<file path="src/hdl/mer_pkg.sv">
`default_nettype none

package mer_pkg;

  // Fixed field widths
  localparam int CRD_W    = 10;  // center and radius fields
  localparam int PIX_W    = 12;  // pixel coordinates
  localparam int RADIUS_BITS_DEF = 10;

  // Command codes
  localparam logic CMD_START = 1'b0;
  localparam logic CMD_STEP  = 1'b1;

  // Sequencer states
  typedef enum logic [4:0] {
    S_IDLE,
    S_A2,    // rx*rx
    S_B2,    // ry*ry
    S_SY,    // a2*ry
    S_D0,    // initial decision, first part
    S_D1,    // initial decision, second part and region check
    S_E1,    // region two entry: h*h
    S_E2,    // b2*h^2
    S_E3,    // v*v
    S_E4,    // a2*v^2
    S_E5,    // a2*b2
    S_E6,    // finish region two start value
    S_EMIT,  // four pixel beats
    S_U1,    // move point, update slopes
    S_U2,    // decision increment, first term
    S_U3,    // decision increment, second term
    S_U4     // apply increment, region check
  } mer_state_t;

endpackage

`default_nettype wire

</file>
<file path="src/hdl/mer_if.sv">
`default_nettype none

interface mer_in_if
  import mer_pkg::*;
  ();
  logic             valid;
  logic             ready;
  logic             cmd;
  logic [CRD_W-1:0] center_x;
  logic [CRD_W-1:0] center_y;
  logic [CRD_W-1:0] radius_x;
  logic [CRD_W-1:0] radius_y;

  modport source (output valid, cmd, center_x, center_y, radius_x, radius_y,
                  input ready);
  modport sink   (input valid, cmd, center_x, center_y, radius_x, radius_y,
                  output ready);
endinterface

interface mer_out_if
  import mer_pkg::*;
  ();
  logic                    valid;
  logic                    ready;
  logic signed [PIX_W-1:0] pixel_x;
  logic signed [PIX_W-1:0] pixel_y;
  logic                    last_of_step;
  logic                    ellipse_done;

  modport source (output valid, pixel_x, pixel_y, last_of_step, ellipse_done,
                  input ready);
  modport sink   (input valid, pixel_x, pixel_y, last_of_step, ellipse_done,
                  output ready);
endinterface

`default_nettype wire

</file>
<file path="src/hdl/midpoint_ellipse_rasterizer.sv">
// Channel   Dir  Handshake          Beat payload
// in_ch     in   valid/ready        cmd, center_x, center_y, radius_x, radius_y
// out_ch    out  valid/ready        pixel_x, pixel_y, last_of_step, ellipse_done
//
// Start: after the accept the block forms a2, b2 and a2*ry and makes two decision
// adds, then runs the region two entry steps when a zero radius puts the point there at once.
// Step: 4 pixel beats (one per cycle while out_ch.ready is high), then the update states
// U1 to U4, only U1 on the final step, plus the entry steps on the step where region two begins.
// All products share one multiplier; in_ch.ready is high only when idle.
// Reset leaves the block idle; a step's last beat may wait while the next command is taken.
`default_nettype none

module midpoint_ellipse_rasterizer
  import mer_pkg::*;
#(
  parameter int RADIUS_BITS = RADIUS_BITS_DEF
) (
  input  wire logic clk,
  input  wire logic rst_n,
  mer_in_if.sink    in_ch,
  mer_out_if.source out_ch
);

  localparam int XW = RADIUS_BITS + 1;      // point coordinates
  localparam int SQW = 2 * RADIUS_BITS;     // squared radii
  localparam int MW = 2 * RADIUS_BITS + 4;  // multiplier operands
  localparam int DW = 2 * MW;               // decision and slopes

  // State
  mer_state_t state_r, state_nxt;
  logic       active_r, active_nxt;
  logic       r2_r, r2_nxt;
  logic       br_r, br_nxt;
  logic [1:0] k_r, k_nxt;

  logic [CRD_W-1:0]       cx_r, cx_nxt, cy_r, cy_nxt;
  logic [RADIUS_BITS-1:0] rx_r, rx_nxt, ry_r, ry_nxt;
  logic [SQW-1:0]         a2_r, a2_nxt, b2_r, b2_nxt;
  logic [XW-1:0]          x_r, x_nxt, y_r, y_nxt;
  logic signed [DW-1:0]   dec_r, dec_nxt, sx_r, sx_nxt, sy_r, sy_nxt, t_r, t_nxt;

  logic                    ov_r, ov_nxt;
  logic signed [PIX_W-1:0] px_r, px_nxt, py_r, py_nxt;
  logic                    last_r, last_nxt, done_r, done_nxt;

  // Shared multiplier
  logic          mul_en;
  logic [MW-1:0] mul_a, mul_b;
  logic [DW-1:0] prod;

  mer_mul #(.MW(MW)) u_mul (
    .clk  (clk),
    .en   (mul_en),
    .op_a (mul_a),
    .op_b (mul_b),
    .prod (prod)
  );

  // Derived values
  logic [CRD_W+RADIUS_BITS-1:0] rx_ext, ry_ext;
  logic [XW+PIX_W-1:0]          x_ext, y_ext;
  logic [PIX_W-1:0]             cxp, cyp, xp, yp;
  logic [XW-1:0]                vabs;
  logic [XW:0]                  hval;
  logic signed [DW-1:0]         a2s, b2s, ps;
  logic                         in_acc, out_take, load_pix, pt_done;

  assign rx_ext = {{RADIUS_BITS{1'b0}}, in_ch.radius_x};
  assign ry_ext = {{RADIUS_BITS{1'b0}}, in_ch.radius_y};
  assign x_ext  = {{PIX_W{1'b0}}, x_r};
  assign y_ext  = {{PIX_W{1'b0}}, y_r};
  assign cxp    = PIX_W'(cx_r);
  assign cyp    = PIX_W'(cy_r);
  assign xp     = x_ext[PIX_W-1:0];
  assign yp     = y_ext[PIX_W-1:0];
  assign vabs   = (y_r == '0) ? XW'(1) : y_r - XW'(1);
  assign hval   = {x_r, 1'b1};
  assign a2s    = $signed(DW'(a2_r));
  assign b2s    = $signed(DW'(b2_r));
  assign ps     = $signed(prod);

  assign in_ch.ready = (state_r == S_IDLE);
  assign in_acc      = in_ch.valid && in_ch.ready;
  assign out_take    = ov_r && out_ch.ready;
  assign load_pix    = (state_r == S_EMIT) && (!ov_r || out_ch.ready);
  assign pt_done     = r2_r && (y_r == '0);

  // Sequencer and datapath next values
  always_comb begin
    state_nxt  = state_r;
    active_nxt = active_r;
    r2_nxt     = r2_r;
    br_nxt     = br_r;
    k_nxt      = k_r;
    cx_nxt     = cx_r;
    cy_nxt     = cy_r;
    rx_nxt     = rx_r;
    ry_nxt     = ry_r;
    a2_nxt     = a2_r;
    b2_nxt     = b2_r;
    x_nxt      = x_r;
    y_nxt      = y_r;
    dec_nxt    = dec_r;
    sx_nxt     = sx_r;
    sy_nxt     = sy_r;
    t_nxt      = t_r;
    mul_en     = 1'b0;
    mul_a      = MW'(rx_r);
    mul_b      = MW'(rx_r);

    unique case (state_r)
      S_IDLE: begin
        if (in_acc) begin
          if (in_ch.cmd == CMD_START) begin
            cx_nxt     = in_ch.center_x;
            cy_nxt     = in_ch.center_y;
            rx_nxt     = rx_ext[RADIUS_BITS-1:0];
            ry_nxt     = ry_ext[RADIUS_BITS-1:0];
            x_nxt      = '0;
            y_nxt      = XW'(ry_ext[RADIUS_BITS-1:0]);
            sx_nxt     = '0;
            sy_nxt     = '0;
            r2_nxt     = 1'b0;
            active_nxt = 1'b1;
            state_nxt  = S_A2;
          end else if (active_r) begin
            k_nxt     = 2'd0;
            state_nxt = S_EMIT;
          end
        end
      end
      S_A2: begin
        mul_en    = 1'b1;
        state_nxt = S_B2;
      end
      S_B2: begin
        a2_nxt    = SQW'(prod);
        mul_en    = 1'b1;
        mul_a     = MW'(ry_r);
        mul_b     = MW'(ry_r);
        state_nxt = S_SY;
      end
      S_SY: begin
        b2_nxt    = SQW'(prod);
        mul_en    = 1'b1;
        mul_a     = MW'(a2_r);
        mul_b     = MW'(ry_r);
        state_nxt = S_D0;
      end
      S_D0: begin
        // sy = 2*a2*ry, dec = 4*b2 + a2
        sy_nxt    = ps <<< 1;
        dec_nxt   = (b2s <<< 2) + a2s;
        state_nxt = S_D1;
      end
      S_D1: begin
        // subtract 4*a2*ry
        dec_nxt   = dec_r - (sy_r <<< 1);
        state_nxt = (sx_r >= sy_r) ? S_E1 : S_IDLE;
      end
      S_E1: begin
        mul_en    = 1'b1;
        mul_a     = MW'(hval);
        mul_b     = MW'(hval);
        state_nxt = S_E2;
      end
      S_E2: begin
        mul_en    = 1'b1;
        mul_a     = MW'(b2_r);
        mul_b     = MW'(prod);
        state_nxt = S_E3;
      end
      S_E3: begin
        dec_nxt   = ps;
        mul_en    = 1'b1;
        mul_a     = MW'(vabs);
        mul_b     = MW'(vabs);
        state_nxt = S_E4;
      end
      S_E4: begin
        mul_en    = 1'b1;
        mul_a     = MW'(a2_r);
        mul_b     = MW'(prod);
        state_nxt = S_E5;
      end
      S_E5: begin
        dec_nxt   = dec_r + (ps <<< 2);
        mul_en    = 1'b1;
        mul_a     = MW'(a2_r);
        mul_b     = MW'(b2_r);
        state_nxt = S_E6;
      end
      S_E6: begin
        dec_nxt   = dec_r - (ps <<< 2);
        r2_nxt    = 1'b1;
        state_nxt = S_IDLE;
      end
      S_EMIT: begin
        if (load_pix) begin
          k_nxt = k_r + 2'd1;
          if (k_r == 2'd3) begin
            state_nxt = S_U1;
          end
        end
      end
      S_U1: begin
        if (pt_done) begin
          active_nxt = 1'b0;
          state_nxt  = S_IDLE;
        end else begin
          // region one always steps x, region two always steps y
          br_nxt = r2_r ? (dec_r > 0) : (dec_r < 0);
          if (!r2_r || !br_nxt) begin
            x_nxt  = x_r + XW'(1);
            sx_nxt = sx_r + (b2s <<< 1);
          end
          if (r2_r || !br_nxt) begin
            y_nxt  = y_r - XW'(1);
            sy_nxt = sy_r - (a2s <<< 1);
          end
          state_nxt = S_U2;
        end
      end
      S_U2: begin
        if (br_r) begin
          t_nxt = r2_r ? -sy_r : sx_r;
        end else begin
          t_nxt = sx_r - sy_r;
        end
        state_nxt = S_U3;
      end
      S_U3: begin
        t_nxt     = t_r + (r2_r ? a2s : b2s);
        state_nxt = S_U4;
      end
      S_U4: begin
        dec_nxt   = dec_r + (t_r <<< 2);
        state_nxt = (!r2_r && (sx_r >= sy_r)) ? S_E1 : S_IDLE;
      end
      default: state_nxt = S_IDLE;
    endcase
  end

  // Output register
  always_comb begin
    ov_nxt   = ov_r;
    px_nxt   = px_r;
    py_nxt   = py_r;
    last_nxt = last_r;
    done_nxt = done_r;
    if (out_take) begin
      ov_nxt = 1'b0;
    end
    if (load_pix) begin
      ov_nxt   = 1'b1;
      px_nxt   = (k_r == 2'd1 || k_r == 2'd2) ? $signed(cxp - xp) : $signed(cxp + xp);
      py_nxt   = k_r[1] ? $signed(cyp - yp) : $signed(cyp + yp);
      last_nxt = (k_r == 2'd3);
      done_nxt = (k_r == 2'd3) && pt_done;
    end
  end

  always_ff @(posedge clk) begin
    if (!rst_n) begin
      state_r  <= S_IDLE;
      active_r <= 1'b0;
      r2_r     <= 1'b0;
      ov_r     <= 1'b0;
    end else begin
      state_r  <= state_nxt;
      active_r <= active_nxt;
      r2_r     <= r2_nxt;
      ov_r     <= ov_nxt;
    end
  end

  always_ff @(posedge clk) begin
    br_r   <= br_nxt;
    k_r    <= k_nxt;
    cx_r   <= cx_nxt;
    cy_r   <= cy_nxt;
    rx_r   <= rx_nxt;
    ry_r   <= ry_nxt;
    a2_r   <= a2_nxt;
    b2_r   <= b2_nxt;
    x_r    <= x_nxt;
    y_r    <= y_nxt;
    dec_r  <= dec_nxt;
    sx_r   <= sx_nxt;
    sy_r   <= sy_nxt;
    t_r    <= t_nxt;
    px_r   <= px_nxt;
    py_r   <= py_nxt;
    last_r <= last_nxt;
    done_r <= done_nxt;
  end

  assign out_ch.valid        = ov_r;
  assign out_ch.pixel_x      = px_r;
  assign out_ch.pixel_y      = py_r;
  assign out_ch.last_of_step = last_r;
  assign out_ch.ellipse_done = done_r;

`ifndef SYNTHESIS
  // A new pixel beat only comes out of the emit phase
  a_beat_from_emit: assert property (@(posedge clk) disable iff (!rst_n)
    $rose(ov_r) |-> $past(state_r) == S_EMIT)
    else $error("pixel beat outside emit phase");

  // A start command always goes to the squaring sequence
  a_start_seq: assert property (@(posedge clk) disable iff (!rst_n)
    (in_acc && in_ch.cmd == CMD_START) |=> state_r == S_A2)
    else $error("start command did not begin setup");

  // In region two the x slope never falls below the y slope
  a_region_two: assert property (@(posedge clk) disable iff (!rst_n)
    r2_r |-> sx_r >= sy_r)
    else $error("region two with x slope below y slope");

  // Done mark only on the closing beat of a step
  a_done_last: assert property (@(posedge clk) disable iff (!rst_n)
    (out_ch.valid && out_ch.ellipse_done) |-> out_ch.last_of_step)
    else $error("done mark off the last beat");
`endif

endmodule

`default_nettype wire

</file>
<file path="src/hdl/mer_mul.sv">
`default_nettype none

// Shared unsigned multiplier with registered product
module mer_mul
  import mer_pkg::*;
#(
  parameter int MW = 2 * RADIUS_BITS_DEF + 4
) (
  input  wire logic            clk,
  input  wire logic            en,
  input  wire logic [MW-1:0]   op_a,
  input  wire logic [MW-1:0]   op_b,
  output logic      [2*MW-1:0] prod
);

  logic [2*MW-1:0] prod_r;

  always_ff @(posedge clk) begin
    if (en) begin
      prod_r <= op_a * op_b;
    end
  end

  assign prod = prod_r;

endmodule

`default_nettype wire

</file>
<file path="src/flat_wrapper.sv">
// flat-port wrapper written by rule: the top's interface ports become plain ports
module midpoint_ellipse_rasterizer_flat import mer_pkg::*;
#(
  parameter int RADIUS_BITS = RADIUS_BITS_DEF
)
  (clk, rst_n, in_ch_valid, in_ch_cmd, in_ch_center_x, in_ch_center_y, in_ch_radius_x, in_ch_radius_y, in_ch_ready, out_ch_valid, out_ch_pixel_x, out_ch_pixel_y, out_ch_last_of_step, out_ch_ellipse_done, out_ch_ready);
  mer_in_if in_ch_i ();
  mer_out_if out_ch_i ();
  input  wire logic clk;
  input  wire logic rst_n;
  input wire logic [$bits(in_ch_i.valid)-1:0] in_ch_valid;
  input wire logic [$bits(in_ch_i.cmd)-1:0] in_ch_cmd;
  input wire logic [$bits(in_ch_i.center_x)-1:0] in_ch_center_x;
  input wire logic [$bits(in_ch_i.center_y)-1:0] in_ch_center_y;
  input wire logic [$bits(in_ch_i.radius_x)-1:0] in_ch_radius_x;
  input wire logic [$bits(in_ch_i.radius_y)-1:0] in_ch_radius_y;
  output wire logic [$bits(in_ch_i.ready)-1:0] in_ch_ready;
  output wire logic [$bits(out_ch_i.valid)-1:0] out_ch_valid;
  output wire logic [$bits(out_ch_i.pixel_x)-1:0] out_ch_pixel_x;
  output wire logic [$bits(out_ch_i.pixel_y)-1:0] out_ch_pixel_y;
  output wire logic [$bits(out_ch_i.last_of_step)-1:0] out_ch_last_of_step;
  output wire logic [$bits(out_ch_i.ellipse_done)-1:0] out_ch_ellipse_done;
  input wire logic [$bits(out_ch_i.ready)-1:0] out_ch_ready;
  assign in_ch_i.valid = in_ch_valid;
  assign in_ch_i.cmd = in_ch_cmd;
  assign in_ch_i.center_x = in_ch_center_x;
  assign in_ch_i.center_y = in_ch_center_y;
  assign in_ch_i.radius_x = in_ch_radius_x;
  assign in_ch_i.radius_y = in_ch_radius_y;
  assign in_ch_ready = in_ch_i.ready;
  assign out_ch_valid = out_ch_i.valid;
  assign out_ch_pixel_x = out_ch_i.pixel_x;
  assign out_ch_pixel_y = out_ch_i.pixel_y;
  assign out_ch_last_of_step = out_ch_i.last_of_step;
  assign out_ch_ellipse_done = out_ch_i.ellipse_done;
  assign out_ch_i.ready = out_ch_ready;
  midpoint_ellipse_rasterizer #(.RADIUS_BITS(RADIUS_BITS)) u_core (.clk(clk), .rst_n(rst_n), .in_ch(in_ch_i), .out_ch(out_ch_i));
endmodule
</file>
<file path="config.mk">
export PLATFORM = sky130hd
export DESIGN_NAME = midpoint_ellipse_rasterizer_flat
export DESIGN_NICKNAME = d
export VERILOG_FILES = /design/src/hdl/mer_pkg.sv /design/src/hdl/mer_if.sv /design/src/hdl/midpoint_ellipse_rasterizer.sv /design/src/hdl/mer_mul.sv /design/src/flat_wrapper.sv
export SDC_FILE = /design/constraint.sdc
export NUM_CORES = 2
export LEC_CHECK = 0
export BUFFER_PORTS_ARGS = -buffer_cell sky130_fd_sc_hd__buf_2
export CAP_MARGIN = 15
export CELL_PAD_IN_SITES_DETAIL_PLACEMENT = 1
export CELL_PAD_IN_SITES_GLOBAL_PLACEMENT = 1
export CORE_MARGIN = 2
export CORE_UTILIZATION = 45
export DETAILED_ROUTE_END_ITERATION = 6
export GPL_ROUTABILITY_DRIVEN = 0
export MAX_ROUTING_LAYER = met4
export PLACE_DENSITY_LB_ADDON = 0.1
export SLEW_MARGIN = 20
export SYNTH_ARGS = -nofsm -noshare
export SYNTH_HDL_FRONTEND = slang
export SYNTH_SLANG_ARGS = --single-unit
</file>
<file path="constraint.sdc">
create_clock -name clk -period 11.8 [get_ports clk]
set_input_delay 0.59 -clock clk [delete_from_list [all_inputs] [get_ports clk]]
set_output_delay 0.59 -clock clk [all_outputs]
set_load 0.01 [all_outputs]
</file>
==> reports/results.ini <==
[status]
status = finished with violations
violations = DRC

[yosys]
avgSynthCellArea_sq_um = 8.738
syn-instance-count = 5404
synth_edf_count = 363
ys_seq_elements = 371
syn_nets = 6245
synth_ff_type = edfxtp_1
syn-cell-area_sq_um = 47220
yosys_warnings = 0
async_flop_share_pct = 0
yosysSeqAreaShare_pct = 23.42
ys_types = 99

[timing]
rsz0062_at_grt = false
worst_pin_slew_ns = 1.182
slew_violations = 0
fmax_mhz = 92.32
clock-skew-final_ns = 0.03079
tns_ns = 0
maxSlewHeadroom_pct = 20.62
period_needed_ns = 10.83
min_period_over_period_pct = 91.80
hold_viol_final = 0
setup_viol = 0

[floorplan]
die_area_sq_um = 107500
chipHeight_um = 327.9
initial_utilization_pct = 45.50
die_w_um = 327.9
io_pins = 73
core_sq_um = 103800
floorplan.rows = 118

[drt]
dr.pass1.iters = 7
drc_errors = 3
num_vias = 41010
routed_wl_um = 171800
drt-vias-per-instance = 6.035
ant_nets = 0
drt-initial-drc-count = 2906
routedWlPerCell_um = 25.28

[worst_setup_path]
cp.arrival_ns = 11.18
r2r_end = u_core.u_mul.prod[41]
critPathTopFamily = adder cells
cp.required_ns = 12.15
critPathMaxStageDelay_ns = 0.92
worstSetupEndpointType = register
criticalPathCategory = reg2reg
path_buf_inv = 5
r2r-start = u_core.y_r[0]
cp-start-kind = register
r2r_slack_ns = 0.97
r2r.worst_path.cells = 33
critPathMostFrequentCell = fa_1
slowest_stage = a21o_1
worst-path-max-fanout = 24

[cts]
post-cts-setup-buffers = 0
numCtsBuffers = 46
clock-sinks = 371
hold_buffers = 0
cts_tree = built
clk_pin_slew_ns = 0.06
h-tree-depth = 2
clockBufferDepth = 3
clock_latency_ns = 0.62
clockRootBuffer = clkbuf_16
cts_resized = 0

[place]
io_buffers = 72
hpwl_um = 138600

[grt]
grt_pass1_vias = 42860
grt_pass1_wl_um = 262800
grt_max_degree = 72
track_usage_pct = 32.78
antenna_found_initial = 1
grt-ovfl-total = 0

[layout]
final_net_count = 6217
final_cell_mix = inv_1 (647), nand2_1 (583), nor2_1 (507), fa_1 (399), ha_1 (397)
layout_commonest_cell = inv_1
area_growth_pct = 7.610
drive_above_1_share_pct = 6.486

[run]
maxCapViolations = 0

[min_path]
hold_path.class = in2reg
hold_path_depth = 1
whs_endpoint = u_core.rx_r[6]
worstHoldStart = in_ch_radius_x[6]

-- worst max path at each step --
stage	start	endpoint	slack (ns)	depth (start not counted)
finish	u_core.y_r[0]	u_core.u_mul.prod[41]	0.97	33
global route	u_core.y_r[0]	u_core.u_mul.prod[41]	0.48	34
CTS	u_core.y_r[0]	u_core.u_mul.prod[41]	1.04	36
detailed placement	u_core.y_r[0]	u_core.u_mul.prod[41]	1.07	34
global placement	u_core.y_r[0]	u_core.u_mul.prod[41]	1.36	36
floorplan	u_core.state_r[4]	u_core.u_mul.prod[41]	2.41	36
-- flip-flops by register name, summed over array words and instances (netlist names), 2 cells and up --
signal                 flops
u_core.cx_r               10
u_core.cy_r               10
u_core.x_r                11
u_core.rx_r               10
u_core.out_ch.pixel_y     12
u_core.t_r                46
u_core.dec_r              48
u_core.b2_r               20
u_core.sy_r               47
u_core.ry_r               10
u_core.state_r             5
u_core.out_ch.pixel_x     12
u_core.u_mul.prod         44
u_core.sx_r               47
u_core.a2_r               20
u_core.k_r                 2
u_core.y_r                11
-- cell usage after synthesis, types with 37 or more instances --
cell | n | area, sq um
a221o_1 | 43 | 430.4
a211oi_1 | 59 | 442.9
and3_1 | 37 | 231.5
clkbuf_1 | 219 | 822.0
nand3_1 | 78 | 390.4
nand4_1 | 47 | 294.0
nand2_1 | 586 | 2200
o211ai_1 | 39 | 292.8
fa_1 | 399 | 7988
nor3_1 | 115 | 575.6
a21oi_1 | 293 | 1466
ha_1 | 397 | 4967
inv_1 | 648 | 2432
a21o_1 | 137 | 1028
edfxtp_1 | 363 | 10900
nor4_1 | 43 | 269.0
xor2_1 | 144 | 1261
o21ai_0 | 255 | 1276
nand2b_1 | 64 | 400.4
nor2b_1 | 55 | 344.1
o21a_1 | 37 | 277.8
xnor2_1 | 246 | 2155
a222oi_1 | 37 | 370.4
nor2_1 | 512 | 1922
-- cell type report --
| cell class | count | area [sq um] |
|---|---|---|
| Timing Repair Buffer | 169 | 1089 |
| Tap cell | 1380 | 1727 |
| Antenna cell | 3 | 7.507 |
| Sequential cell | 371 | 11060 |
| Inverter | 649 | 2436 |
| Fill cell | 12210 | 52980 |
| Multi-Input combinational cell | 4139 | 32930 |
| Clock inverter | 23 | 267.8 |
| Clock buffer | 61 | 1291 |
-- logic make-up (layout without fill, tap and decap cells) --
| family | count (synthesis) | in the layout | share of synthesized area (%) |
|---|---|---|---|
| other | 0 | 3 | 0 |
| adder cells (fa/ha/maj) | 796 | 796 | 27.43 |
| AO/OA/AOI/OAI | 1207 | 1207 | 17.17 |
| XOR/XNOR | 390 | 390 | 7.234 |
| multiplexers | 50 | 50 | 1.134 |
| buffers and inverters | 894 | 902 | 7.133 |
| AND/OR/NAND/NOR | 1696 | 1696 | 16.47 |
| flip-flops | 371 | 371 | 23.42 |
-- through the flow --
stage / hold WS (ns) / utilization, % / area, sq um / std cells / setup WS, ns
2_1_floorplan: 0.4393 / - / 47220 / 5404 / 2.410
3_3_place_gp: 0.5380 / 47.44 / 49240 / 6708 / 1.356
3_5_place_dp: 0.5450 / 47.44 / 49240 / 6708 / 1.068
4_1_cts: 0.1375 / 48.95 / 50800 / 6792 / 1.035
5_1_grt: 0.1505 / 48.96 / 50810 / 6794 / 0.4760
6_report: 0.1656 / 48.96 / 50820 / 6795 / 0.9681
-- per-layer routing --
layer / track usage (%) / share of wire [%] / wire [um]
met1: 40.16 / 42 / 71580
met3: 4.420 / 5.4 / 9323
met2: 54.89 / 48 / 83120
met4: 12.58 / 4.5 / 7783
met5: - / 0 / 0
Power is not shown: default switching activity piles up to over one toggle a cycle in this logic, so the estimate is an artifact.
